File: src/hdl/qgap_pkg.sv
// ----------------------------------------------------------------------------
// qgap_pkg
// Shared types and constants for the single-qubit gate amplitude pair block.
// ----------------------------------------------------------------------------
package qgap_pkg;

  localparam int unsigned AmpW     = 16;  // Q1.15 amplitude
  localparam int unsigned OpW      = 17;  // amplitude sum / negation
  localparam int unsigned CoefW    = 18;  // Q2.16 coefficient
  localparam int unsigned ProdW    = OpW + CoefW + 1;
  localparam int unsigned SumW     = ProdW + 2;
  localparam int unsigned FracW    = 16;
  localparam int unsigned ShW      = SumW - FracW;
  localparam int unsigned NumLanes = 4;
  localparam int unsigned GateW    = 4;
  localparam int unsigned CfgIdxW  = 3;
  localparam int unsigned CfgDataW = CoefW;

  typedef logic signed [AmpW-1:0]  amp_t;
  typedef logic signed [OpW-1:0]   op_t;
  typedef logic signed [CoefW-1:0] coef_t;
  typedef logic signed [ProdW-1:0] prod_t;
  typedef logic signed [SumW-1:0]  sum_t;
  typedef logic signed [ShW-1:0]   sh_t;

  // lane order of the result: new_first_re, new_first_im, new_second_re, new_second_im
  localparam int unsigned LaneFirstRe  = 0;
  localparam int unsigned LaneFirstIm  = 1;
  localparam int unsigned LaneSecondRe = 2;
  localparam int unsigned LaneSecondIm = 3;

  localparam coef_t COEF_ONE  = coef_t'(65536);
  localparam coef_t COEF_ZERO = coef_t'(0);
  localparam coef_t COEF_H    = coef_t'(46341);  // 1/sqrt(2)
  localparam op_t   OP_ZERO   = op_t'(0);
  localparam sum_t  RND_BIAS  = sum_t'(32768);
  localparam sh_t   SAT_MAX   = sh_t'(32767);
  localparam sh_t   SAT_MIN   = -sh_t'(32768);
  localparam amp_t  AMP_MAX   = amp_t'(32767);
  localparam amp_t  AMP_MIN   = amp_t'(16'h8000);

  typedef enum logic [GateW-1:0] {
    GATE_HADAMARD = 4'd0,
    GATE_ROT_X    = 4'd1,
    GATE_ROT_Y    = 4'd2,
    GATE_ROT_Z    = 4'd3,
    GATE_PAULI_X  = 4'd4,
    GATE_PAULI_Y  = 4'd5,
    GATE_PAULI_Z  = 4'd6,
    GATE_T        = 4'd7,
    GATE_PHASE    = 4'd8
  } gate_t;

  typedef enum logic [CfgIdxW-1:0] {
    CFG_GATE_KIND = 3'd0,
    CFG_COS_HALF  = 3'd1,
    CFG_SIN_HALF  = 3'd2,
    CFG_PHASE_RE  = 3'd3,
    CFG_PHASE_IM  = 3'd4
  } cfg_idx_t;

  // one output component is c0*x0 + c1*x1
  typedef struct packed {
    coef_t c0;
    op_t   x0;
    coef_t c1;
    op_t   x1;
  } term_t;

  typedef struct packed {
    coef_t cos_half;
    coef_t sin_half;
    coef_t phase_re;
    coef_t phase_im;
  } coefs_t;

endpackage

File: src/hdl/qgap_sat.sv
// ----------------------------------------------------------------------------
// qgap_sat
// Stage 4: drops the fraction, clamps to 16 bits and holds the output beat.
// ----------------------------------------------------------------------------
module qgap_sat (
  input  logic                                      clk,
  input  logic                                      rst_n,
  input  logic                                      valid_i,
  output logic                                      ready_o,
  input  qgap_pkg::sum_t [qgap_pkg::NumLanes-1:0]   sums_i,
  output logic                                      valid_o,
  input  logic                                      ready_i,
  output qgap_pkg::amp_t [qgap_pkg::NumLanes-1:0]   amps_o,
  output logic                                      clipped_o
);

  qgap_pkg::amp_t [qgap_pkg::NumLanes-1:0] amp_nxt, amp_r;
  qgap_pkg::sh_t   sh;
  logic clip_nxt, clip_r, valid_r, valid_nxt, adv;

  always_comb begin
    clip_nxt = 1'b0;
    sh       = '0;
    for (int l = 0; l < qgap_pkg::NumLanes; l++) begin
      // floor by 2^16 after the bias gives round half up
      sh = sums_i[l][qgap_pkg::SumW-1:qgap_pkg::FracW];
      if (sh > qgap_pkg::SAT_MAX) begin
        amp_nxt[l] = qgap_pkg::AMP_MAX;
        clip_nxt   = 1'b1;
      end else if (sh < qgap_pkg::SAT_MIN) begin
        amp_nxt[l] = qgap_pkg::AMP_MIN;
        clip_nxt   = 1'b1;
      end else begin
        amp_nxt[l] = sh[qgap_pkg::AmpW-1:0];
      end
    end
  end

  assign adv       = ready_i || !valid_r;
  assign ready_o   = adv;
  assign valid_nxt = adv ? valid_i : valid_r;

  always_ff @(posedge clk) begin
    if (!rst_n) begin
      valid_r <= 1'b0;
    end else begin
      valid_r <= valid_nxt;
    end
  end

  always_ff @(posedge clk) begin
    if (adv && valid_i) begin
      amp_r  <= amp_nxt;
      clip_r <= clip_nxt;
    end
  end

  assign valid_o   = valid_r;
  assign amps_o    = amp_r;
  assign clipped_o = clip_r;

endmodule

File: config.mk
export PLATFORM = sky130hd
export DESIGN_NAME = qgap_sat
export DESIGN_NICKNAME = d
export VERILOG_FILES = /design/src/hdl/qgap_pkg.sv /design/src/hdl/qgap_sat.sv
export SDC_FILE = /design/constraint.sdc
export NUM_CORES = 1
export LEC_CHECK = 0
export ABC_AREA = 1
export BUFFER_PORTS_ARGS = -buffer_cell sky130_fd_sc_hd__buf_2
export CAP_MARGIN = 25
export CORE_ASPECT_RATIO = 1.1
export CORE_MARGIN = 4
export CORE_UTILIZATION = 44
export CTS_BUF_LIST = sky130_fd_sc_hd__clkbuf_2 sky130_fd_sc_hd__clkbuf_4 sky130_fd_sc_hd__clkbuf_8
export DETAILED_ROUTE_END_ITERATION = 10
export GPL_TIMING_DRIVEN = 0
export PLACE_DENSITY_LB_ADDON = 0.12
export REMOVE_ABC_BUFFERS = 1
export SLEW_MARGIN = 20
export SYNTH_ARGS = -nofsm -noshare
export SYNTH_HDL_FRONTEND = slang
export SYNTH_SLANG_ARGS = --single-unit
File: constraint.sdc
create_clock -name clk -period 10.5 [get_ports clk]
set_input_delay 2.1 -clock clk [delete_from_list [all_inputs] [get_ports clk]]
set_output_delay 2.1 -clock clk [all_outputs]
set_load 0.05 [all_outputs]
# Yosys cells after proc, flatten, opt, wreduce, memory -nomap -nowiden
# Cells that the tools add are included.
# Widths: inputs -> output; s select.
# word_totals
regBits	66
# op_classes
magnitude_cmp	8
muxes	5
n_reduce_logical	4
# ops
operator	n
$gt 22x16->1 const B	4
$lt 22x16->1 const B	4
$mux 16	4
$reduce_or 7->1	1
$logic_and 1x1->1	1
$logic_not 1->1	1
$logic_or 1x1->1	1
$mux 1	1

# Longest topological paths before layout
# logic_depth
ltp_word	3
ltp_mapped	7
depth_no_buf	7

# Least setup slack after synthesis
# Ideal clock, no wire load.
# synth_path
path_type	input -> register
startpoint	input valid_i
endpoint	register amp_r (netlist bit amps_o[0]), enable pin
setup_time_ns	0.509
arrival_time_ns	5.293
t_required_ns	9.991
path_slack_ns	4.698
path_stages	2
path_cell_list	inv_1 > a21oi_1
# synth_between
elab_chain_len	1
# synth_rtl
item	line_no	rtl
from (decl)	qgap_sat.sv:8	input logic valid_i,
$logic_and 1x1->1	qgap_sat.sv:52	if (adv && valid_i) begin
to (signal assigned)	qgap_sat.sv:53	amp_r <= amp_nxt;
to (decl)	qgap_sat.sv:17	qgap_pkg::amp_t [qgap_pkg::NumLanes-1:0] amp_nxt, amp_r;
# No other way between the ends.
# A chain may end at the register's enable or synchronous reset.

# Worst setup path after layout
# layout_path
startpoint	input ready_i
endpoint	output ready_o
# layout_between
elab_chain_len	1
# layout_rtl
item	line_no	rtl
from (decl)	qgap_sat.sv:12	input logic ready_i,
$logic_or 1x1->1	qgap_sat.sv:39	assign adv = ready_i || !valid_r;
to (decl)	qgap_sat.sv:9	output logic ready_o,
# No other way between the ends.

==> impl_metrics.toml <==
[grt]
grt_pass1_vias = 2144
grt_use_total_pct = 16.7
gr-total-overflow = 0
antenna_found_initial = 0
grt_pass1_wl_um = 10200
grt_start_max_net_pins = 25

[routing]
first_iter_violations = 114
drc_errors = 0
via_per_inst = 4.49
totalWireLength_um = 6410
num_vias = 2265
drt-wirelength-per-cell_um = 12.7
drtAntennaViolNets = 0
first_pass_iters = 4

[synth]
syn_area_mm2 = 0.00284
ys_types = 15
ys_warn_count = 0
seq_area_frac_synth_pct = 69.4
synth.avg_cell_area_um2 = 10.8
syn_inst = 262
ys_seq_elements = 66

[worst_setup_path]
slowest_delay_ns = 0.21
worst_setup_path_end_kind = "output pin"
cp_top_family = "buffers and inverters"
critPathMaxFanout = 2
r2r_end = "amps_o[28]"
cp_data_required_time_ns = 8.40
worst-path-buf-inv = 3
crit_chain = "buf_2 > inv_1 > nand2_1 > buf_2"
slowest_stage = "buf_2"
r2r-start = "valid_o"
worstSetupStartpoint = "ready_i"
worstPathArrival_ns = 2.59
r2r_slack_ns = 8.96
path_common_cell = "buf_2"
rr_worst_depth = 2
path_class = "primary input to output pin"
cp-start-kind = "primary input"

[timing]
holdWs_ns = 0.556
final_hold_viol_count = 0
final.min_clock_period_ns = 4.69
worstMarginPinSlew_ns = 0.750
rsz0062_at_grt = "no"
skew_ns = 0.00520
drv_slew = 0
fin_crit_sh_pct = 44.6
slew_headroom_pct = 49.9
setup_tns_ns = 0
max_freq_ghz = 0.213
finalSetupViolCount = 0

[layout]
instances_no_fill = 505
post-route-util_pct = 62.3
syn_to_final_growth_pct = 36.6
final_common_cell = "buf_2"
antenna_cells = 0
drive_above_1_share_pct = 45.9
finalInstanceArea_mm2 = 0.00388
final_cell_mix = "buf_2, nand2_1, edfxtp_1"
nets = 577

[cts]
cts_hold_buf = 0
clk_latency_ns = 0.32
cts_made_buffers = 9
clkTransAtPathRegs_ns = 0.06
clock_sinks = 66
cts_tree = "done"
cts-resized-gates = 0
cts_root_buffer = "clkbuf_8"
htree_levels = 3
clockBufferDepth = 2
post_cts_buffers = 0

[floorplan]
io_pins = 223
die_w_um = 84.6
core.rowCount = 30
dieArea_mm2 = 0.00781
start_util_pct = 45.6
core_mm2 = 0.00623
fp.dieH_um = 92.3

[placement]
dp.cells = 490
post_dp_cell_area_mm2 = 0.00370
dp_hpwl_um = 4750
place.gp.congestion = 0.715
portBuffers = 158

[worst_hold_path]
hp-class = "register to register"
timing.hold.worst_path_depth = 2
hold_end = "valid_o"
min_from = "valid_o"

[job]
maxCapViolations = 0

[power]
p_leak_nw = 1.84
ir_drop_uv = 81.0
power_density_mw_per_mm2 = 164

[outcome]
status = "complete, no violations"
## metrics by stage
stage	setup slack (ns)	total power [mW]
finish	5.81	0.637
global route	5.77	0.664
CTS	5.81	0.645
detailed placement	5.81	0.446
global placement	3.31	0.442
floorplan	4.70	0.403
## sequential cells by signal, indices dropped and copies added, names as in the netlist
signal and cells:
valid_o 1, amps_o 64, clipped_o 1
## layout make-up
cell class / instances / area (um^2)
fillers: 536 / 2350
multi-input cells: 174 / 744
inverters: 10 / 37.5
flip-flops and latches: 66 / 1970
clock buffers: 11 / 139
well taps: 80 / 100
repair buffers: 160 / 846
clock inverters: 4 / 43.8
## worst register-to-register path, delay by kind of cell (launching register included)
| family | cells | cell delay, ns |
|---|---|---|
| AOI/OAI and AO/OA | 1 | 0.63 |
| DFF | 1 | 0.35 |
| buffers and inverters | 1 | 0.26 |
## worst max path at each step
stage          slack (ns)         end  depth (start not counted)
2_1_floorplan        4.70   amps_o[0]                          2
3_3_place_gp         3.31  amps_o[29]                          3
3_5_place_dp         5.81     ready_o                          4
4_1_cts              5.81     ready_o                          4
5_1_grt              5.77     ready_o                          4
6_report             5.81     ready_o                          4
## power breakdown
part,internal [mW],switching (mW),total (mW)
registers,0.310,0.00347,0.313
logic,0.0336,0.0917,0.125
clock network,0.112,0.0863,0.198
total,0.455,0.182,0.637
## metal layers
| layer | vias to the layer above | share of wire (%) | track usage [%] |
|---|---|---|---|
| met5 | - | 0 | 0 |
| met4 | 0 | 2.0 | 7.12 |
| met3 | 13 | 11 | 5.75 |
| met2 | 110 | 48 | 27.2 |
| met1 | 981 | 40 | 20.2 |
| li1 | 1161 | - | - |
## cells by family (layout without fill, tap and decap cells)
group	after synthesis	in the layout	synth area share [%]
flops	66	66	69.4
simple gates	172	172	25.4
compound gates	2	2	0.440
buf+inv	22	185	4.80
## cells in the mapped netlist, drive strengths merged
cell    count  area share [%]
buf         8             3.0
a21oi       1            0.18
clkbuf      4            0.53
inv        10             1.3
edfxtp     65              69
nand2     150              22
nor2       18             2.7
a21boi      1            0.26
nand3       4            0.70
dfxtp       1            0.70
(Power assumes the default switching activity.)
